$ cat src/rtl/core/ierf_pkg.sv
package ierf_pkg;

  // Default sizes of the event ring and of one read burst.
  localparam int unsigned RING_DEPTH_DEF = 256;
  localparam int unsigned MAX_READ_DEF   = 64;

  // Fixed field widths.
  localparam int unsigned CMD_W   = 2;
  localparam int unsigned XY_W    = 16;
  localparam int unsigned BYTE_W  = 8;
  localparam int unsigned LIMIT_W = 7;
  localparam int unsigned BTN_W   = 3;

  // Configuration port.
  localparam int unsigned APB_AW = 3;
  localparam int unsigned APB_DW = 32;

  // Command codes.
  localparam logic [CMD_W-1:0] CMD_PUSH_MOUSE = 2'd0;
  localparam logic [CMD_W-1:0] CMD_PUSH_KEY   = 2'd1;
  localparam logic [CMD_W-1:0] CMD_READ       = 2'd2;

  // Register index, taken from the word address bit of paddr.
  localparam logic REG_GRAB = 1'b0;

  // Event kinds.
  localparam logic KIND_MOUSE = 1'b0;
  localparam logic KIND_KEY   = 1'b1;

  // One queued event, 50 bits.
  typedef struct packed {
    logic signed [XY_W-1:0] y;
    logic signed [XY_W-1:0] x;
    logic                   pressed;
    logic [BYTE_W-1:0]      code;
    logic [BYTE_W-1:0]      flags;
    logic                   kind;
  } ev_t;

  // Controller to datapath.
  typedef struct packed {
    logic push;
    logic load;
    logic step;
    logic emit_empty;
  } ctrl_cmd_t;

  // Datapath to controller.
  typedef struct packed {
    logic ring_empty;
    logic last_step;
  } dp_stat_t;

endpackage

$ cat src/rtl/core/ierf_ctrl.sv
module ierf_ctrl (
  input  logic                       clk,
  input  logic                       rst_n,
  input  logic                       start,
  input  logic [ierf_pkg::CMD_W-1:0] in_cmd,
  input  ierf_pkg::dp_stat_t         stat,
  output ierf_pkg::ctrl_cmd_t        cmd,
  output logic                       busy
);
  import ierf_pkg::*;

  typedef enum logic [1:0] {
    ST_IDLE = 2'b01,
    ST_READ = 2'b10
  } state_t;

  state_t state_r;
  state_t state_nxt;
  logic   accept;

  assign accept = start && (state_r == ST_IDLE);

  always_comb begin
    state_nxt = state_r;
    cmd       = '0;
    unique case (state_r)
      ST_IDLE: begin
        if (accept) begin
          if ((in_cmd == CMD_PUSH_MOUSE) || (in_cmd == CMD_PUSH_KEY)) begin
            cmd.push = 1'b1;
          end else if (in_cmd == CMD_READ) begin
            if (stat.ring_empty) begin
              cmd.emit_empty = 1'b1;
            end else begin
              cmd.load  = 1'b1;
              state_nxt = ST_READ;
            end
          end
        end
      end
      ST_READ: begin
        cmd.step = 1'b1;
        if (stat.last_step) begin
          state_nxt = ST_IDLE;
        end
      end
      default: begin
        state_nxt = ST_IDLE;
      end
    endcase
  end

  always_ff @(posedge clk) begin
    if (!rst_n) begin
      state_r <= ST_IDLE;
    end else begin
      state_r <= state_nxt;
    end
  end

  assign busy = (state_r != ST_IDLE);

`ifndef SYNTHESIS
  a_last_ends_read: assert property (@(posedge clk) disable iff (!rst_n)
    (state_r == ST_READ) && stat.last_step |=> (state_r == ST_IDLE))
    else $error("read burst did not end after its last step");

  a_load_sets_busy: assert property (@(posedge clk) disable iff (!rst_n)
    cmd.load |=> busy)
    else $error("busy not raised after a read was loaded");

  a_one_action: assert property (@(posedge clk) disable iff (!rst_n)
    $onehot0({cmd.push, cmd.load, cmd.step, cmd.emit_empty}))
    else $error("more than one datapath action in a cycle");
`endif

endmodule

$ cat config.mk
export PLATFORM = sky130hd
export DESIGN_NAME = ierf_ctrl
export DESIGN_NICKNAME = d
export VERILOG_FILES = /design/src/rtl/core/ierf_pkg.sv /design/src/rtl/core/ierf_ctrl.sv
export SDC_FILE = /design/constraint.sdc
export NUM_CORES = 1
export LEC_CHECK = 0
export BUFFER_PORTS_ARGS = -buffer_cell sky130_fd_sc_hd__buf_2
export CAP_MARGIN = 20
export CORE_AREA = 2 2 39 41
export DETAILED_ROUTE_END_ITERATION = 10
export DIE_AREA = 0 0 41 43
export PLACE_DENSITY = 0.34
export SLEW_MARGIN = 20
export SYNTH_ARGS = -nofsm -noshare
export SYNTH_HDL_FRONTEND = slang
export SYNTH_SLANG_ARGS = --single-unit
$ cat constraint.sdc
create_clock -name clk -period 0.8 [get_ports clk]
set_input_delay 0.04 -clock clk [delete_from_list [all_inputs] [get_ports clk]]
set_output_delay 0.04 -clock clk [all_outputs]
set_load 0.005 [all_outputs]
Word-level counts from Yosys, hierarchy flattened
Cells that the tools add are included.

cells by class
  equal/unequal tests = 10
  reduce and logical (&&, ||, !) cells = 4
  multiplexer cells = 18

operator list
  kind                number
  $mux 2              7
  $mux 1              10
  $ne 2x2->1 const B  4
  $reduce_and 5->1    1
  $eq 2x1->1 const B  2
  $eq 2x2->1 const B  2
  $ne 2x1->1 const B  2
  $pmux 2 s2          1
  $logic_not 2->1     1
  $logic_and 1x1->1   1
  $logic_or 1x1->1    1

word-level totals
  input port bits = 7
  flip-flop bits (word level) = 2
  logic and storage cells = 33
  output and inout bits = 5

Depth between registers and ports, before layout
Gate-level depths: netlist (run 1).

  word-level depth = 5
  mapped depth = 2
  depth with buffers taken out = 2

Worst setup path after synthesis (run 1)
No wires, ideal clock.

  path kind = flip-flop to flip-flop
  start = register state_r[0]
  end = register state_r[1]
  period minus slack after synthesis = 0.819 ns
  buffers on the path = 0
  path slack = -0.019 ns
  required time = 0.686 ns
  setup time = 0.114 ns
  arrival time = 0.705 ns
  cell stages (with the launch flop) = 3
  cells stage by stage = dfxtp_1 -> and4bb_2 -> a21o_1

between the ends
  cells in the longest elaborated chain, start to end = 4
  elaborated cells on any way between the ends = 10
  classes of those cells = eq/ne (7); mux (1); reduce/logical (2)

ends and longest elaborated chain
  element                            RTL line                          source
  from (decl)                        ierf_ctrl.sv:17                   state_t state_r;
  from (signal assigned)             ierf_ctrl.sv:57                   state_r <= state_nxt;
  $eq 2x1->1                         ierf_ctrl.sv:21, ierf_ctrl.sv:26
  $logic_and 1x1->1                  ierf_ctrl.sv:21                   assign accept = start && (state_r == ST_IDLE);
  $ne 2x2->1 (no source line)        --
  $reduce_and 5->1 (no source line)  --

Several ways; a longest one is shown, not always the timed one.
A chain may end at the register's enable or synchronous reset.

==> summary.md, run 1 <==
| Metric | Value |
|---|---|
| Drt first pass iters | `2` |
| Vias in the first global route | `176` |
| Share of layout cells above drive strength 1 | `69.0%` |
| GR Layer Usage met2 | `8.75%` |
| Pin count of the biggest net entering global routing | `6` |
| Die height | `43 um` |
| Worst-Skew Late Latency | `0.22 ns` |
| Req. time, crit path | `0.76 ns` |
| FF-to-FF setup slack | `-0.03 ns` |
| DR vias/cell | `3.62` |
| Crit end category | `output pin` |
| Area Overhead vs Synth | `81.7%` |
| Cell Area, Placed | `220 sq um` |
| Most flops, register | `state_r` |
| Die Span X | `41 um` |
| Pre-CTS setup slack | `-0.126 ns` |
| Ant. Diodes | `0` |
| Fin crit share | `143%` |
| Max Clk Rate | `873 MHz` |
| Unrepaired setup endpoints after global routing | `yes` |
| Buffers on Ports | `11` |
| Total Power | `0.373 mW` |
| CTS clock-pin slew for the worst setup and hold paths | `0.03 ns` |
| WL/cell | `7.73 um` |
| H-Tree Level Count | `1` |
| CP Launch Type | `flop` |
| Synth top area share | `29.4%` |
| HPWL Detailed | `300 um` |
| Cell count after synthesis | `14` |
| CTS Hold Buffers Added | `0` |
| Setup Skew | `0.00210 ns` |
| Total CTS buffers | `3` |
| Placer congestion estimate | `0.533` |
| DRT Wirelength | `348 um` |
| Initial core utilization | `9.86%` |
| Total core area | `0.00138 sq mm` |
| Met3 GRT Util | `4.71%` |
| Max-Cap Viols | `0` |
| First-pass GRT wire length | `572 um` |
| Row cnt | `14` |
| CTS tree | `built` |
| Drt drc | `0` |
| Worst-margin pin slew | `0.176 ns` |
| Setup CP Type | `reg -> out` |
| Yosys reg bits | `2` |
| Syn nets | `21` |
| Arr. time, crit path | `1.10 ns` |
| Total Nets Final | `38` |
| Sequential-to-total area share from yosys stat | `29.4%` |
| Number of warnings issued by yosys | `0` |
| Failing checks | `setup timing` |
| Hold/Removal Path Class | `in -> reg` |
| Via count | `163` |
| Final Hold Viols | `0` |
| I/O pins | `12` |
| Cell Area, Synth | `136 sq um` |
| Setup ws final | `-0.345 ns` |
| Setup TNS | `-1.18 ns` |
| Status | `finished with violations` |
| CP max stage delay | `0.32 ns` |
| M1 GR Usage | `2.55%` |
| Max FFs per register | `2` |
| Biggest regs | `state_r x2` |
| Gr ovfl total | `0` |
| Longest Clk Path Bufs | `2` |
| Critical path peak fanout | `5` |
| Post-synth top area cell | `dfxtp_1` |
| Post-route cell area | `248 sq um` |
| Die ar. | `0.00176 sq mm` |
| Slew HR | `88.3%` |
| Final Util | `17.9%` |
| Initial DRC Count | `1` |
| Setup violators final | `6` |
| # clock sinks | `2` |
| PwrDens | `1510 mW/mm^2` |
| Slowest stage cell, crit path | `dfxtp_2` |
| Clock Root Buffer | `clkbuf_4` |
| Fin. max-slew vios | `0` |
| Syn Area/Cell | `9.74 sq um` |
| Netlist cell types | `13` |
| Number of antenna violations at the first check in global routing | `0` |
| Post-route ant nets | `0` |
| Synth top area cells | `dfxtp_1 (29%), nor4b_2 (11%), and4bb_1 (9.2%), and4bb_2 (9.2%), and3b_2 (7.3%)` |
| GRT Max-Usage Layer | `met2` |
| Leakage | `0.132 nW` |
| Critical path, cell by cell | `nand3b_1 -> nor4b_2 -> buf_2` |
| Peak VDD IR | `0.290 mV` |
| Gr usage total | `5.41%` |
| Filler instances | `158` |
| Min Tclk post-route | `1.14 ns` |
==> final cells by class <==
class	count	area [sq um]	share of cell area (%)
tap	16	20.0	8.08
sequential	2	42.5	17.2
timing repair buffer	12	66.3	26.8
multi-input combinational	12	96.3	38.9
clock buffer	3	22.5	9.09
==> critical path: cells and delay by family, from the launching register on <==
kind / cells / cell delay [ns]
simple gates: 2 / 0.42
flops: 1 / 0.32
buf+inv: 1 / 0.14
==> Yosys cell counts <==
master	number
nor4b_2	1
nand3b_1	1
and3b_2	1
nor2_1	1
dfxtp_1	2
or2b_1	1
a21oi_1	1
and4bb_2	1
nand2_1	1
and4bb_1	1
nor3_1	1
nor2b_1	1
a21o_1	1
==> path summary, 6_finish.rpt <==
kind | from | to | depth (start not counted)
setup / recovery | state_r[1] | cmd[2] | 3
hold / removal | start | state_r[0] | 3
setup reg to reg | state_r[0] | state_r[1] | 2
hold reg to reg | state_r[0] | state_r[0] | 2
==> repair_timing <==
item,in CTS,in global routing
pin swaps,2,0
gates resized for setup,2,0
buffers inserted,0,0
setup endpoints to repair,6,6
==> cells by family (layout without fill, tap and decap cells) <==
| family | after synthesis | count (layout) | share of synthesized area [%] |
|---|---|---|---|
| AOI/OAI and AO/OA | 2 | 2 | 9.17 |
| buffers and inverters | 0 | 15 | 0 |
| DFF | 2 | 2 | 29.4 |
| and+or+nand+nor | 10 | 10 | 61.5 |
==> cell usage in the layout, fill, tap and decap left out <==
cell,n
and3b_2,1
nor2b_1,1
and4bb_2,1
buf_6,1
nor2_1,1
nand3b_1,1
a21oi_1,1
dfxtp_2,2
nand2_1,1
clkbuf_4,3
a21o_1,1
nor3_1,1
nor4b_2,1
or2b_1,1
buf_2,11
and4bb_1,1
==> metal layers <==
layer	up-vias	routed length, um
met2	4	206
li1	84	-
met3	0	35
met5	-	0
met4	0	0
met1	75	105
==> stage by stage <==
step	hold WS, ns	std cells
global placement	0.334	42
detailed placement	0.341	42
finish	0.187	45
global route	0.184	45
CTS	0.182	45
floorplan	0.104	14
==> where the power goes <==
part	internal, mW	switching (mW)
logic	0.0286	0.0197
registers	0.103	0.00155
clock network	0.165	0.0551
(Power assumes the default switching activity.)
==> inputs of run 2 (changes only) <==
PLACE_DENSITY = 0.35   (was 0.34)
==> summary.md, run 2 (synthesis gave the netlist of run 1 again) <==
| Metric | Value |
|---|---|
| H-Tree Level Count | `1 (unchanged)` |
| Hold/Removal Path Class | `in -> reg (unchanged)` |
| Max FFs per register | `2 (unchanged)` |
| Buffers on Ports | `11 (unchanged)` |
| Number of antenna violations at the first check in global routing | `0 (unchanged)` |
| Setup ws final | `-0.355 ns (was -0.345 ns)` |
| Pin count of the biggest net entering global routing | `6 (unchanged)` |
| Arr. time, crit path | `1.11 ns (was 1.10 ns)` |
| Peak VDD IR | `0.296 mV (was 0.290 mV)` |
| Gr usage total | `5.91% (was 5.41%)` |
| Hold_ws | `0.197 ns (was 0.187 ns)` |
| CTS tree | `built (unchanged)` |
| Reg2Reg Depth | `4 (was 2)` |
| Placer congestion estimate | `0.531 (was 0.533)` |
| Total Nets Final | `39 (was 38)` |
| Unrepaired setup endpoints after global routing | `yes (unchanged)` |
| Drt first pass iters | `1 (was 2)` |
| Row cnt | `14 (unchanged)` |
| DRT Wirelength | `419 um (was 348 um)` |
| Longest Clk Path Bufs | `2 (unchanged)` |
| Setup CP Type | `reg -> out (unchanged)` |
| CTS clock-pin slew for the worst setup and hold paths | `0.03 ns (about the same)` |
| Final Util | `18.7% (was 17.9%)` |
| Status | `finished with violations (unchanged)` |
| Total Power | `0.375 mW (was 0.373 mW)` |
| WL/cell | `9.11 um (was 7.73 um)` |
| Clock Root Buffer | `clkbuf_4 (unchanged)` |
| Most frequent cells in the layout | `buf_2 (11), clkbuf_4 (3), dfxtp_2 (2) (unchanged)` |
| Total CTS buffers | `3 (unchanged)` |
| Critical path peak fanout | `3 (was 5)` |
| PwrDens | `1450 mW/mm^2 (was 1510 mW/mm^2)` |
| Setup Skew | `0.00109 ns (was 0.00210 ns)` |
| Die ar. | `0.00176 sq mm (unchanged)` |
| Worst-Skew Late Latency | `0.22 ns (about the same)` |
| Most flops, register | `state_r (unchanged)` |
| Min Tclk post-route | `1.15 ns (was 1.14 ns)` |
| CP Launch Type | `flop (unchanged)` |
| Biggest regs | `state_r x2 (unchanged)` |
| Leakage | `0.139 nW (was 0.132 nW)` |
| CTS Hold Buffers Added | `0 (unchanged)` |
| Fin crit share | `144% (was 143%)` |
| Die height | `43 um (unchanged)` |
| Most common cell after layout, fill and taps aside | `buf_2 (unchanged)` |
| Slew HR | `88.3% (about the same)` |
| Setup violators final | `7 (was 6)` |
| Req. time, crit path | `0.76 ns (about the same)` |
| Cell Area, Placed | `213 sq um (was 220 sq um)` |
| Max Clk Rate | `866 MHz (was 873 MHz)` |
| Final Hold Viols | `0 (unchanged)` |
| Total core area | `0.00138 sq mm (unchanged)` |
| Filler instances | `166 (was 158)` |
| Crit end category | `output pin (unchanged)` |
| Via count | `171 (was 163)` |
| Post-route cell area | `259 sq um (was 248 sq um)` |
| Initial core utilization | `9.86% (unchanged)` |
| I/O pins | `12 (unchanged)` |
| Max-Cap Viols | `0 (unchanged)` |
| Worst-margin pin slew | `0.175 ns (was 0.176 ns)` |
| Failing checks | `setup timing (unchanged)` |
| Finished Layout Cells | `46 (was 45)` |
| Hold depth | `3 (unchanged)` |
| First-pass GRT wire length | `641 um (was 572 um)` |
| Fin. max-slew vios | `0 (unchanged)` |
| # clock sinks | `2 (unchanged)` |
| Share of layout cells above drive strength 1 | `73.3% (was 69.0%)` |
| Post-route ant nets | `0 (unchanged)` |
| Cells after DPL | `41 (was 42)` |
| Die Span X | `41 um (unchanged)` |
| Initial DRC Count | `0 (was 1)` |
| HPWL Detailed | `311 um (was 300 um)` |
| Vias in the first global route | `177 (was 176)` |
| Gr ovfl total | `0 (unchanged)` |
| Ant. Diodes | `0 (unchanged)` |
| DR vias/cell | `3.72 (was 3.62)` |
| Drt drc | `0 (unchanged)` |
| Area Overhead vs Synth | `89.9% (was 81.7%)` |
run 2: changes by cell type in the layout (fill, tap and decap cells not counted):
cell,change
a21oi_1,-1
a21oi_2,+1
buf_4,+1
run 2: area by class of cell:
| cell class | instances | area [sq um] | share of cell area, % |
|---|---|---|---|
| Sequential cell | 2 | 42.5 | 16.4 |
| Clock buffer | 3 | 22.5 | 8.70 |
| Tap cell | 16 | 20.0 | 7.73 |
| Multi-Input combinational cell | 12 | 100 | 38.6 |
| Timing Repair Buffer | 13 | 73.8 | 28.5 |
run 2: worst paths after layout:
kind	startpoint	to	slack (ns)
worst max-delay path	state_r[1]	cmd[2]	-0.35
worst min-delay path	start	state_r[0]	0.20
worst max register to register	state_r[1]	state_r[1]	-0.22
worst min register to register	state_r[0]	state_r[0]	0.64
run 2: critical path: stages (launching register included):
cell,delay [ns]
dfxtp_2,0.31
nand3b_1,0.21
nor4b_2,0.23
buf_2,0.15
run 2: per-stage QoR:
step	setup WS, ns	setup TNS, ns
floorplan	0.00571	0
global placement	-0.122	-0.231
detailed placement	-0.146	-0.262
CTS	-0.371	-1.40
global route	-0.405	-2.09
finish	-0.355	-1.74
run 2: timing repair:
item | 4_1_cts | 5_1_grt
endpoints found under the setup margin | 6 | 7
pin swaps | 2 | 0
cloned | 0 | 0
gates resized for setup | 1 | 2
buffers inserted | 1 | 1
run 2: report_power, final:
group	internal [mW]	total [mW]	switching, mW
clock	0.165	0.218	0.0531
sequential	0.103	0.104	0.00132
combinational	0.0299	0.0528	0.0229
run 2: routing by layer:
layer,track usage [%],vias to the layer above,share of wire [%]
met5,0,-,0
met4,8.00,0,0
met3,1.57,0,5.5
met2,8.75,4,61
met1,5.11,79,34
li1,-,88,-
